--- src/rtl/fsmo_pkg.sv ---
// Shared types and codes for the frame slot manager.
package fsmo_pkg;

  localparam int unsigned SEQ_W      = 64;
  localparam int unsigned DROP_W     = 32;
  localparam int unsigned SIZE_W     = 16;
  localparam int unsigned SLOT_W     = 4;
  localparam int unsigned STATUS_W   = 3;
  localparam int unsigned ACTION_W   = 2;
  localparam int unsigned NSLOT_W    = 5;
  localparam int unsigned CFG_IDX_W  = 4;
  localparam int unsigned CFG_DATA_W = 16;
  // index width of the widest build (64 slots)
  localparam int unsigned IDX_MAX_W  = 6;

  localparam logic [ACTION_W-1:0] ACT_PUBLISH = 2'd0;
  localparam logic [ACTION_W-1:0] ACT_ACQUIRE = 2'd1;
  localparam logic [ACTION_W-1:0] ACT_RELEASE = 2'd2;

  localparam logic [STATUS_W-1:0] ST_DONE    = 3'd0;
  localparam logic [STATUS_W-1:0] ST_EMPTY   = 3'd1;
  localparam logic [STATUS_W-1:0] ST_DROPPED = 3'd2;
  localparam logic [STATUS_W-1:0] ST_INVALID = 3'd3;
  localparam logic [STATUS_W-1:0] ST_FATAL   = 3'd4;

  localparam logic [CFG_IDX_W-1:0] REG_SLOTS_IN_USE  = 4'd0;
  localparam logic [CFG_IDX_W-1:0] REG_SLOT_CAPACITY = 4'd1;

  localparam logic [NSLOT_W-1:0]    RST_SLOTS_IN_USE  = 5'd16;
  localparam logic [CFG_DATA_W-1:0] RST_SLOT_CAPACITY = 16'd4096;

  // one slot presented to the scan unit
  typedef struct packed {
    logic                 clear;
    logic                 elem_vld;
    logic [IDX_MAX_W-1:0] elem_idx;
    logic                 elem_free;
    logic                 elem_readable;
  } scan_ctrl_t;

  // running scan outcome
  typedef struct packed {
    logic                 free_found;
    logic [IDX_MAX_W-1:0] free_idx;
    logic                 best_found;
    logic [IDX_MAX_W-1:0] best_idx;
    logic [SEQ_W-1:0]     oldest_seq;
  } scan_res_t;

endpackage

--- src/rtl/fsmo_if.sv ---
// Handshake interfaces for request, result and configuration channels.
interface fsmo_in_if;
  logic                             valid;
  logic                             ready;
  logic [fsmo_pkg::ACTION_W-1:0]    action;
  logic [fsmo_pkg::SIZE_W-1:0]      frame_size;
  logic [fsmo_pkg::SLOT_W-1:0]      release_index;
  modport source (output valid, action, frame_size, release_index, input ready);
  modport sink   (input valid, action, frame_size, release_index, output ready);
endinterface

interface fsmo_out_if;
  logic                             valid;
  logic                             ready;
  logic [fsmo_pkg::STATUS_W-1:0]    status;
  logic [fsmo_pkg::SLOT_W-1:0]      slot_number;
  logic [fsmo_pkg::SEQ_W-1:0]       frame_sequence;
  logic                             overwrote_old;
  logic [fsmo_pkg::DROP_W-1:0]      drop_count;
  modport source (output valid, status, slot_number, frame_sequence, overwrote_old,
                  drop_count, input ready);
  modport sink   (input valid, status, slot_number, frame_sequence, overwrote_old,
                  drop_count, output ready);
endinterface

interface fsmo_cfg_if;
  logic                              valid;
  logic                              ready;
  logic [fsmo_pkg::CFG_IDX_W-1:0]    index;
  logic [fsmo_pkg::CFG_DATA_W-1:0]   data;
  modport source (output valid, index, data, input ready);
  modport sink   (input valid, index, data, output ready);
endinterface

--- src/rtl/fsmo_seq_ram.sv ---
// Sequence number store: one write port, one registered read port.
module fsmo_seq_ram #(
  parameter int unsigned DEPTH = 16,
  parameter int unsigned AW    = 4
) (
  input  logic                       clk_i,
  input  logic                       we_i,
  input  logic [AW-1:0]              waddr_i,
  input  logic [fsmo_pkg::SEQ_W-1:0] wdata_i,
  input  logic                       re_i,
  input  logic [AW-1:0]              raddr_i,
  output logic [fsmo_pkg::SEQ_W-1:0] rdata_o
);

  logic [fsmo_pkg::SEQ_W-1:0] mem_q [DEPTH];
  logic [fsmo_pkg::SEQ_W-1:0] rdata_q;

  always_ff @(posedge clk_i) begin
    if (we_i) begin
      mem_q[waddr_i] <= wdata_i;
    end
  end

  always_ff @(posedge clk_i) begin
    if (re_i) begin
      rdata_q <= mem_q[raddr_i];
    end
  end

  assign rdata_o = rdata_q;

endmodule

--- src/rtl/fsmo_scan.sv ---
// Shared scan unit: first free slot and oldest readable slot, one slot a cycle.
module fsmo_scan (
  input  logic                       clk_i,
  input  logic                       rst_ni,
  input  fsmo_pkg::scan_ctrl_t       ctrl_i,
  input  logic [fsmo_pkg::SEQ_W-1:0] seq_i,
  output fsmo_pkg::scan_res_t        res_o
);

  fsmo_pkg::scan_res_t res_q, res_d;

  always_comb begin
    res_d = res_q;
    if (ctrl_i.clear) begin
      res_d.free_found = 1'b0;
      res_d.best_found = 1'b0;
    end else if (ctrl_i.elem_vld) begin
      if (ctrl_i.elem_free && !res_q.free_found) begin
        res_d.free_found = 1'b1;
        res_d.free_idx   = ctrl_i.elem_idx;
      end
      // the one 64-bit comparator of the block
      if (ctrl_i.elem_readable && (!res_q.best_found || (seq_i < res_q.oldest_seq))) begin
        res_d.best_found = 1'b1;
        res_d.best_idx   = ctrl_i.elem_idx;
        res_d.oldest_seq = seq_i;
      end
    end
  end

  always_ff @(posedge clk_i or negedge rst_ni) begin
    if (!rst_ni) begin
      res_q <= '0;
    end else begin
      res_q <= res_d;
    end
  end

  assign res_o = res_q;

endmodule

--- src/rtl/frame_slot_manager_overwrite_oldest_core.sv ---
// Frame slot manager top level: sequencer, slot flags, counters and result register.
// Sequencing: publish and acquire pass from acceptance through a serial scan of the n active
//   slots in the sequence store, one slot a cycle, then the drain and finish states to the result.
// Release, rejected and fatal requests skip the scan and go straight to the finish state.
// One request at a time: a new request is taken only once the last result is registered.
// Reset (async, active low) clears slot flags, counters and fatal state at once;
//   the sequence store needs no clearing since only the sequence numbers of valid slots are used.
module frame_slot_manager_overwrite_oldest_core #(
  parameter int unsigned MAX_SLOTS = 16
) (
  input  logic       clk_i,
  input  logic       rst_ni,
  fsmo_in_if.sink    in_i,
  fsmo_out_if.source out_o,
  fsmo_cfg_if.sink   cfg_i
);

  localparam int unsigned IDX_W = (MAX_SLOTS > 1) ? $clog2(MAX_SLOTS) : 1;
  localparam int unsigned CNT_W = $clog2(MAX_SLOTS + 1);

  // sequencer states
  localparam logic [1:0] S_IDLE  = 2'd0;
  localparam logic [1:0] S_SCAN  = 2'd1;
  localparam logic [1:0] S_DRAIN = 2'd2;
  localparam logic [1:0] S_FIN   = 2'd3;

  logic [1:0] state_q, state_d;

  // captured request word
  logic [fsmo_pkg::ACTION_W-1:0] act_q;
  logic [fsmo_pkg::SIZE_W-1:0]   size_q;
  logic [fsmo_pkg::SLOT_W-1:0]   rel_q;

  // configuration
  logic [fsmo_pkg::NSLOT_W-1:0]    cfg_slots_q;
  logic [fsmo_pkg::CFG_DATA_W-1:0] cfg_cap_q;

  // slot state
  logic [MAX_SLOTS-1:0]         valid_q;
  logic [MAX_SLOTS-1:0]         leased_q;
  logic [fsmo_pkg::SEQ_W-1:0]   next_seq_q;
  logic [fsmo_pkg::DROP_W-1:0]  dropped_q, dropped_d;
  logic                         fatal_q;

  // scan pipeline
  logic [CNT_W-1:0] cnt_q, cnt_d;
  logic             p_vld_q, p_vld_d;
  logic [IDX_W-1:0] p_idx_q;
  logic [CNT_W-1:0] n_act;

  // result register
  logic                          out_vld_q;
  logic [fsmo_pkg::STATUS_W-1:0] out_st_q;
  logic [fsmo_pkg::SLOT_W-1:0]   out_slot_q;
  logic [fsmo_pkg::SEQ_W-1:0]    out_seq_q;
  logic                          out_over_q;
  logic [fsmo_pkg::DROP_W-1:0]   out_drop_q;

  // completion decode
  logic                          in_acc, need_scan, fin_fire;
  logic [fsmo_pkg::STATUS_W-1:0] st_c;
  logic [fsmo_pkg::SLOT_W-1:0]   slot_c;
  logic [fsmo_pkg::SEQ_W-1:0]    seq_c;
  logic                          over_c, drop_inc, set_fatal, pub_wr, acq_grant, rel_clr;
  logic [IDX_W-1:0]              w_idx, b_idx, r_idx;

  fsmo_pkg::scan_ctrl_t       scan_ctrl;
  fsmo_pkg::scan_res_t        scan_res;
  logic [fsmo_pkg::SEQ_W-1:0] ram_rdata;
  logic                       ram_re;

  // active slot count, clamped to 1..MAX_SLOTS
  always_comb begin
    if (cfg_slots_q == '0) begin
      n_act = CNT_W'(1);
    end else if (32'(cfg_slots_q) > 32'(MAX_SLOTS)) begin
      n_act = CNT_W'(MAX_SLOTS);
    end else begin
      n_act = CNT_W'(cfg_slots_q);
    end
  end

  // configuration writes are always taken
  assign cfg_i.ready = 1'b1;

  always_ff @(posedge clk_i or negedge rst_ni) begin
    if (!rst_ni) begin
      cfg_slots_q <= fsmo_pkg::RST_SLOTS_IN_USE;
      cfg_cap_q   <= fsmo_pkg::RST_SLOT_CAPACITY;
    end else if (cfg_i.valid) begin
      if (cfg_i.index == fsmo_pkg::REG_SLOTS_IN_USE) begin
        cfg_slots_q <= cfg_i.data[fsmo_pkg::NSLOT_W-1:0];
      end else if (cfg_i.index == fsmo_pkg::REG_SLOT_CAPACITY) begin
        cfg_cap_q <= cfg_i.data;
      end
    end
  end

  // request side: one word in flight
  assign in_i.ready = (state_q == S_IDLE);
  assign in_acc     = in_i.valid && in_i.ready;
  assign need_scan  = !fatal_q && ((in_i.action == fsmo_pkg::ACT_ACQUIRE) ||
                      ((in_i.action == fsmo_pkg::ACT_PUBLISH) && (in_i.frame_size != '0)));

  // result register frees up when taken or empty
  assign fin_fire = (state_q == S_FIN) && (!out_vld_q || out_o.ready);

  always_comb begin
    state_d = state_q;
    cnt_d   = cnt_q;
    p_vld_d = 1'b0;
    ram_re  = 1'b0;
    unique case (state_q)
      S_IDLE: begin
        if (in_acc) begin
          cnt_d   = '0;
          state_d = need_scan ? S_SCAN : S_FIN;
        end
      end
      S_SCAN: begin
        ram_re  = 1'b1;
        p_vld_d = 1'b1;
        if (cnt_q == (n_act - CNT_W'(1))) begin
          state_d = S_DRAIN;
        end else begin
          cnt_d = cnt_q + CNT_W'(1);
        end
      end
      S_DRAIN: begin
        // last slot is evaluated this cycle
        state_d = S_FIN;
      end
      S_FIN: begin
        if (fin_fire) begin
          state_d = S_IDLE;
        end
      end
      default: state_d = S_IDLE;
    endcase
  end

  always_ff @(posedge clk_i or negedge rst_ni) begin
    if (!rst_ni) begin
      state_q <= S_IDLE;
      cnt_q   <= '0;
      p_vld_q <= 1'b0;
    end else begin
      state_q <= state_d;
      cnt_q   <= cnt_d;
      p_vld_q <= p_vld_d;
    end
  end

  always_ff @(posedge clk_i) begin
    if (in_acc) begin
      act_q  <= in_i.action;
      size_q <= in_i.frame_size;
      rel_q  <= in_i.release_index;
    end
    // index tag is registered alongside the read data
    p_idx_q <= cnt_q[IDX_W-1:0];
  end

  // scan unit sees the slot whose sequence number has just been read
  always_comb begin
    scan_ctrl.clear         = in_acc;
    scan_ctrl.elem_vld      = p_vld_q;
    scan_ctrl.elem_idx      = fsmo_pkg::IDX_MAX_W'(p_idx_q);
    scan_ctrl.elem_free     = !valid_q[p_idx_q] && !leased_q[p_idx_q];
    scan_ctrl.elem_readable = valid_q[p_idx_q] && !leased_q[p_idx_q];
  end

  fsmo_scan u_scan (
    .clk_i  (clk_i),
    .rst_ni (rst_ni),
    .ctrl_i (scan_ctrl),
    .seq_i  (ram_rdata),
    .res_o  (scan_res)
  );

  assign b_idx = IDX_W'(scan_res.best_idx);
  assign w_idx = scan_res.free_found ? IDX_W'(scan_res.free_idx) : b_idx;
  assign r_idx = IDX_W'(rel_q);

  // outcome of the request once the scan has settled
  always_comb begin
    st_c      = fsmo_pkg::ST_DONE;
    slot_c    = '0;
    seq_c     = '0;
    over_c    = 1'b0;
    drop_inc  = 1'b0;
    set_fatal = 1'b0;
    pub_wr    = 1'b0;
    acq_grant = 1'b0;
    rel_clr   = 1'b0;
    unique case (act_q)
      fsmo_pkg::ACT_PUBLISH: begin
        if (fatal_q) begin
          st_c = fsmo_pkg::ST_FATAL;
        end else if (size_q == '0) begin
          st_c = fsmo_pkg::ST_INVALID;
        end else begin
          // no free slot: either an overwrite or an outright drop, one count each
          drop_inc = !scan_res.free_found;
          if (!scan_res.free_found && !scan_res.best_found) begin
            st_c = fsmo_pkg::ST_DROPPED;
          end else if (size_q > cfg_cap_q) begin
            set_fatal = 1'b1;
            st_c      = fsmo_pkg::ST_FATAL;
          end else begin
            pub_wr = 1'b1;
            slot_c = fsmo_pkg::SLOT_W'(w_idx);
            seq_c  = next_seq_q;
            over_c = !scan_res.free_found;
          end
        end
      end
      fsmo_pkg::ACT_ACQUIRE: begin
        if (fatal_q) begin
          st_c = fsmo_pkg::ST_FATAL;
        end else if (!scan_res.best_found) begin
          st_c = fsmo_pkg::ST_EMPTY;
        end else begin
          acq_grant = 1'b1;
          slot_c    = fsmo_pkg::SLOT_W'(b_idx);
          seq_c     = scan_res.oldest_seq;
        end
      end
      fsmo_pkg::ACT_RELEASE: begin
        if (32'(rel_q) >= 32'(n_act)) begin
          st_c = fsmo_pkg::ST_INVALID;
        end else begin
          rel_clr = 1'b1;
        end
      end
      default: st_c = fsmo_pkg::ST_INVALID;
    endcase
  end

  // saturating drop counter
  always_comb begin
    dropped_d = dropped_q;
    if (drop_inc && (dropped_q != '1)) begin
      dropped_d = dropped_q + fsmo_pkg::DROP_W'(1);
    end
  end

  always_ff @(posedge clk_i or negedge rst_ni) begin
    if (!rst_ni) begin
      valid_q    <= '0;
      leased_q   <= '0;
      next_seq_q <= fsmo_pkg::SEQ_W'(1);
      dropped_q  <= '0;
      fatal_q    <= 1'b0;
    end else if (fin_fire) begin
      dropped_q <= dropped_d;
      if (set_fatal) begin
        fatal_q <= 1'b1;
      end
      if (pub_wr) begin
        valid_q[w_idx] <= 1'b1;
        next_seq_q     <= next_seq_q + fsmo_pkg::SEQ_W'(1);
      end
      if (acq_grant) begin
        valid_q[b_idx]  <= 1'b0;
        leased_q[b_idx] <= 1'b1;
      end
      if (rel_clr) begin
        leased_q[r_idx] <= 1'b0;
      end
    end
  end

  fsmo_seq_ram #(
    .DEPTH (MAX_SLOTS),
    .AW    (IDX_W)
  ) u_seq_ram (
    .clk_i   (clk_i),
    .we_i    (fin_fire && pub_wr),
    .waddr_i (w_idx),
    .wdata_i (next_seq_q),
    .re_i    (ram_re),
    .raddr_i (cnt_q[IDX_W-1:0]),
    .rdata_o (ram_rdata)
  );

  // result register
  always_ff @(posedge clk_i or negedge rst_ni) begin
    if (!rst_ni) begin
      out_vld_q <= 1'b0;
    end else if (fin_fire) begin
      out_vld_q <= 1'b1;
    end else if (out_o.ready) begin
      out_vld_q <= 1'b0;
    end
  end

  always_ff @(posedge clk_i) begin
    if (fin_fire) begin
      out_st_q   <= st_c;
      out_slot_q <= slot_c;
      out_seq_q  <= seq_c;
      out_over_q <= over_c;
      out_drop_q <= dropped_d;
    end
  end

  assign out_o.valid          = out_vld_q;
  assign out_o.status         = out_st_q;
  assign out_o.slot_number    = out_slot_q;
  assign out_o.frame_sequence = out_seq_q;
  assign out_o.overwrote_old  = out_over_q;
  assign out_o.drop_count     = out_drop_q;

  // a slot never holds an unread frame while leased
  a_valid_leased_excl: assert property (@(posedge clk_i) disable iff (!rst_ni)
    (valid_q & leased_q) == '0)
    else $error("slot both valid and leased");

  // store write and scan read never share a cycle
  a_ram_port_excl: assert property (@(posedge clk_i) disable iff (!rst_ni)
    !(ram_re && fin_fire && pub_wr))
    else $error("sequence store read and write collide");

  // drop count only grows
  a_drop_mono: assert property (@(posedge clk_i) disable iff (!rst_ni)
    1'b1 |=> (dropped_q >= $past(dropped_q)))
    else $error("drop count went backwards");

  // fatal state is sticky
  a_fatal_sticky: assert property (@(posedge clk_i) disable iff (!rst_ni)
    fatal_q |=> fatal_q)
    else $error("fatal state cleared");

  // a scan word is only in the pipe during scan or drain
  a_pipe_state: assert property (@(posedge clk_i) disable iff (!rst_ni)
    p_vld_q |-> ((state_q == S_SCAN) || (state_q == S_DRAIN)))
    else $error("scan word outside scan");

endmodule

--- src/flat_wrapper.sv ---
// flat-port wrapper written by rule: the top's interface ports become plain ports
module frame_slot_manager_overwrite_oldest_core_flat 
#(
  parameter int unsigned MAX_SLOTS = 16
)
  (clk_i, rst_ni, in_i_valid, in_i_action, in_i_frame_size, in_i_release_index, in_i_ready, out_o_valid, out_o_status, out_o_slot_number, out_o_frame_sequence, out_o_overwrote_old, out_o_drop_count, out_o_ready, cfg_i_valid, cfg_i_index, cfg_i_data, cfg_i_ready);
  fsmo_in_if in_i_i ();
  fsmo_out_if out_o_i ();
  fsmo_cfg_if cfg_i_i ();
  input  logic clk_i;
  input  logic rst_ni;
  input wire logic [$bits(in_i_i.valid)-1:0] in_i_valid;
  input wire logic [$bits(in_i_i.action)-1:0] in_i_action;
  input wire logic [$bits(in_i_i.frame_size)-1:0] in_i_frame_size;
  input wire logic [$bits(in_i_i.release_index)-1:0] in_i_release_index;
  output wire logic [$bits(in_i_i.ready)-1:0] in_i_ready;
  output wire logic [$bits(out_o_i.valid)-1:0] out_o_valid;
  output wire logic [$bits(out_o_i.status)-1:0] out_o_status;
  output wire logic [$bits(out_o_i.slot_number)-1:0] out_o_slot_number;
  output wire logic [$bits(out_o_i.frame_sequence)-1:0] out_o_frame_sequence;
  output wire logic [$bits(out_o_i.overwrote_old)-1:0] out_o_overwrote_old;
  output wire logic [$bits(out_o_i.drop_count)-1:0] out_o_drop_count;
  input wire logic [$bits(out_o_i.ready)-1:0] out_o_ready;
  input wire logic [$bits(cfg_i_i.valid)-1:0] cfg_i_valid;
  input wire logic [$bits(cfg_i_i.index)-1:0] cfg_i_index;
  input wire logic [$bits(cfg_i_i.data)-1:0] cfg_i_data;
  output wire logic [$bits(cfg_i_i.ready)-1:0] cfg_i_ready;
  assign in_i_i.valid = in_i_valid;
  assign in_i_i.action = in_i_action;
  assign in_i_i.frame_size = in_i_frame_size;
  assign in_i_i.release_index = in_i_release_index;
  assign in_i_ready = in_i_i.ready;
  assign out_o_valid = out_o_i.valid;
  assign out_o_status = out_o_i.status;
  assign out_o_slot_number = out_o_i.slot_number;
  assign out_o_frame_sequence = out_o_i.frame_sequence;
  assign out_o_overwrote_old = out_o_i.overwrote_old;
  assign out_o_drop_count = out_o_i.drop_count;
  assign out_o_i.ready = out_o_ready;
  assign cfg_i_i.valid = cfg_i_valid;
  assign cfg_i_i.index = cfg_i_index;
  assign cfg_i_i.data = cfg_i_data;
  assign cfg_i_ready = cfg_i_i.ready;
  frame_slot_manager_overwrite_oldest_core #(.MAX_SLOTS(MAX_SLOTS)) u_core (.clk_i(clk_i), .rst_ni(rst_ni), .in_i(in_i_i), .out_o(out_o_i), .cfg_i(cfg_i_i));
endmodule
--- config.mk ---
export PLATFORM = sky130hd
export DESIGN_NAME = frame_slot_manager_overwrite_oldest_core_flat
export DESIGN_NICKNAME = d
export VERILOG_FILES = /design/src/rtl/fsmo_pkg.sv /design/src/rtl/fsmo_if.sv /design/src/rtl/fsmo_seq_ram.sv /design/src/rtl/fsmo_scan.sv /design/src/rtl/frame_slot_manager_overwrite_oldest_core.sv /design/src/flat_wrapper.sv
export SDC_FILE = /design/constraint.sdc
export NUM_CORES = 2
export LEC_CHECK = 0
export ABC_AREA = 0
export BUFFER_PORTS_ARGS = -buffer_cell sky130_fd_sc_hd__buf_4
export CORE_MARGIN = 4
export CORE_UTILIZATION = 33
export DETAILED_ROUTE_END_ITERATION = 16
export GPL_TIMING_DRIVEN = 0
export PLACE_DENSITY = 0.47
export SLEW_MARGIN = 30
export SYNTH_ARGS = -nofsm -noshare
export SYNTH_HDL_FRONTEND = slang
export SYNTH_SLANG_ARGS = --single-unit
--- constraint.sdc ---
create_clock -name clk_i -period 10.3 [get_ports clk_i]
set_input_delay 2.06 -clock clk_i [delete_from_list [all_inputs] [get_ports clk_i]]
set_output_delay 2.06 -clock clk_i [all_outputs]
set_load 0.03 [all_outputs]
==> flow_metrics.py <==
metrics = {
    "outcome": {
        "status": "completed",
    },
    "routing": {
        "wl_um": 173000,
        "drtAntennaViolNets": 0,
        "wl_per_cell_um": 27.3,
        "drc": 0,
        "routed-via-count": 33400,
        "drtIter0Drc": 3195,
        "first_pass_iters": 5,
        "vias_per_cell": 5.27,
    },
    "synth": {
        "syn-instance-count": 3347,
        "synth.distinct_cells": 75,
        "yosysMostFrequentCell": "edfxtp_1",
        "yosys-top-cells-count": "edfxtp_1, mux4_2, dfrtp_1, nand2_1, nand4_1",
        "ys_ff_latch": 1451,
        "ys_async_sr_fraction": 0.161,
        "synth_warnings": 0,
        "synth-main-ff-cell": "edfxtp_1",
        "synth_area_leaders": "edfxtp_1, mux4_2, dfrtp_1, nand4_1, ha_1",
        "syn_nets": 3485,
        "netlist_area_mm2": 0.0593,
        "synth_top_area_share": 0.614,
        "syn_avg_cell_area_um2": 17.7,
        "synth_edf_count": 1214,
        "yosysSeqAreaShare": 0.714,
        "yosysTopAreaCell": "edfxtp_1",
    },
    "place": {
        "dp.cells": 6040,
        "dp_hpwl_um": 121000,
        "gp_congestion": 0.822,
        "numPortBuffers": 152,
        "placement.cell_area_mm2": 0.0659,
    },
    "final_layout": {
        "nNetsFinal": 3982,
        "synthToLayoutAreaGrowth_pct": 19.9,
        "final_cells": 6333,
        "layout-drive-gt1-share": 0.268,
        "final_core_util": 0.398,
        "final_area_mm2": 0.0711,
    },
    "timing": {
        "setup_viol_count_final": 0,
        "maxSlewViolCount": 0,
        "timing.final.crit_share": 0.519,
        "rsz0062_at_grt": "no",
        "tightestPinTransition_ps": 1020,
        "fmax_mhz": 187,
        "slew_headroom": 0.317,
        "hold_viol_final": 0,
        "finClkSkew_ps": 40.3,
        "layout_min_cycle_time_ps": 5340,
    },
    "clocking": {
        "ctsResizeCount": 0,
        "cts-root-buf": "clkbuf_16",
        "path_clk_slew_ps": 60,
        "cts_hold_buf": 0,
        "cts_buffers": 157,
        "insertion_delay_ps": 820,
        "htreeDepth": 4,
        "cts_setup_buffers": 0,
        "cts.sinks": 1451,
        "cts_tree": "built",
        "clock_path_buffers": 3,
    },
    "floorplanning": {
        "start_util": 0.332,
        "coreArea_mm2": 0.179,
        "io_pins": 154,
        "fp.dieW_um": 432,
        "die_y_um": 432,
        "rows": 155,
        "die_area_mm2": 0.187,
    },
    "global_route": {
        "antenna_found_initial": 5,
        "overflow": 0,
        "grt_pass1_vias": 34000,
        "grt_pass1_wl_um": 251000,
        "grt_max_degree": 70,
        "track_usage": 0.185,
    },
    "power": {
        "power_density_mw_per_mm2": 225,
        "p_leak_nw": 27.7,
        "power_w": 0.0160,
        "irDropWorstVdd_uv": 178,
    },
    "setup_path": {
        "end_kind": "register",
        "arrival_ps": 5860,
        "startpoint_type": "primary input",
        "crit_path_max_fanout": 28,
        "cp.required_ps": 10820,
        "r2r_slack_ps": 5430,
        "crit_type": "primary input to register",
    },
    "worst_hold_path": {
        "hp-class": "register to register",
    },
    "job": {
        "max-cap-violations": 0,
    },
}
critical path, cell delays in order:
cell and delay [ps]:
buf_4 90, nand2b_1 130, nand2_2 200, inv_2 270, clkbuf_1 570, buf_2 630, buf_12 280, nand3_1 340
nor2_4 610, buf_16 240, buf_16 180, buf_16 170
flip-flops by register name, summed over array words and instances (netlist names), 16 cells and up:
signal / flops
u_core.next_seq_q: 64
u_core.u_seq_ram.rdata_o: 64
u_core.u_seq_ram.mem_q: 1024
u_core.size_q: 16
u_core.out_o.frame_sequence: 64
u_core.u_scan.res_o: 74
u_core.cfg_cap_q: 16
u_core.valid_q: 16
u_core.dropped_q: 32
u_core.out_o.drop_count: 32
u_core.leased_q: 16
metrics by stage:
step	setup WS [ps]	TNS, ps	hold slack [ps]
global route	4780	0	374
detailed placement	4060	0	352
CTS	4940	0	367
floorplan	646	0	345
finish	4960	0	366
global placement	-7180	-5330430	352
per-layer routing:
metal | wire length [um] | global-route usage
met1 | 75900 | 0.259
met2 | 84000 | 0.303
met3 | 9230 | 0.0295
met4 | 3990 | 0.0490
met5 | 0 | 0
worst paths after layout:
| check | endpoint | startpoint | cells past startpoint |
|---|---|---|---|
| setup / recovery | u_core.u_seq_ram.mem_q[5][45] | out_o_ready | 12 |
| hold / removal | u_core.p_idx_q[3] | u_core.cnt_q[3] | 0 |
| setup reg to reg | u_core.u_seq_ram.mem_q[5][45] | u_core.u_scan.res_o[70] | 10 |
| hold reg to reg | u_core.p_idx_q[3] | u_core.cnt_q[3] | 0 |
| max in group asynchronous | u_core.next_seq_q[32] | rst_ni | 2 |
| min in group asynchronous | u_core.cfg_cap_q[8] | rst_ni | 1 |
layout make-up:
class                           instances  area [um^2]
Antenna cell                            3         7.51
Buffer                                196          933
Clock buffer                          200         4210
Clock inverter                         90         1040
Fill cell                           16200       107000
Inverter                              108          405
Multi-Input combinational cell       1592        15900
Sequential cell                      1451        42400
Tap cell                             2355         2950
Timing Repair Buffer                  338         3370
cell families (layout without fill, tap and decap cells):
family                   Yosys count  after routing  share of synthesized area
flip-flops                      1451           1451                      0.714
AO/OA/AOI/OAI                    280            280                     0.0315
AND/OR/NAND/NOR                  726            726                     0.0632
multiplexers                     363            363                      0.131
adder cells (fa/ha/maj)           91             91                     0.0192
other                              1              4                  0.0000632
XOR/XNOR                         131            131                     0.0193
buffers and inverters            304            932                     0.0216
power by group:
group | total [W] | internal (W) | switching [W]
logic | 0.00333 | 0.00109 | 0.00224
registers | 0.00696 | 0.00669 | 0.000269
clock network | 0.00570 | 0.00324 | 0.00246
layout by cell type (no fill, tap or decap), types with 13 or more instances in the layout:
master and n:
nand2_1 209, o211ai_1 69, ha_1 90, xnor2_1 94
nor2_1 63, nor4_1 17, mux2_2 25, mux4_2 329
o21ai_0 84, and4_1 16, clkinv_1 27, buf_2 52
a21oi_1 43, clkinv_2 26, nand3_1 119, xor2_1 37
clkbuf_1 122, nand4_1 189, dfrtp_1 230, and3_1 25
clkbuf_2 31, clkbuf_16 158, buf_4 294, o32a_1 13
edfxtp_1 1214, buf_6 16, inv_1 105, nor3_1 25
buf_16 35
Note: power is estimated with default switching activity, not from simulation.
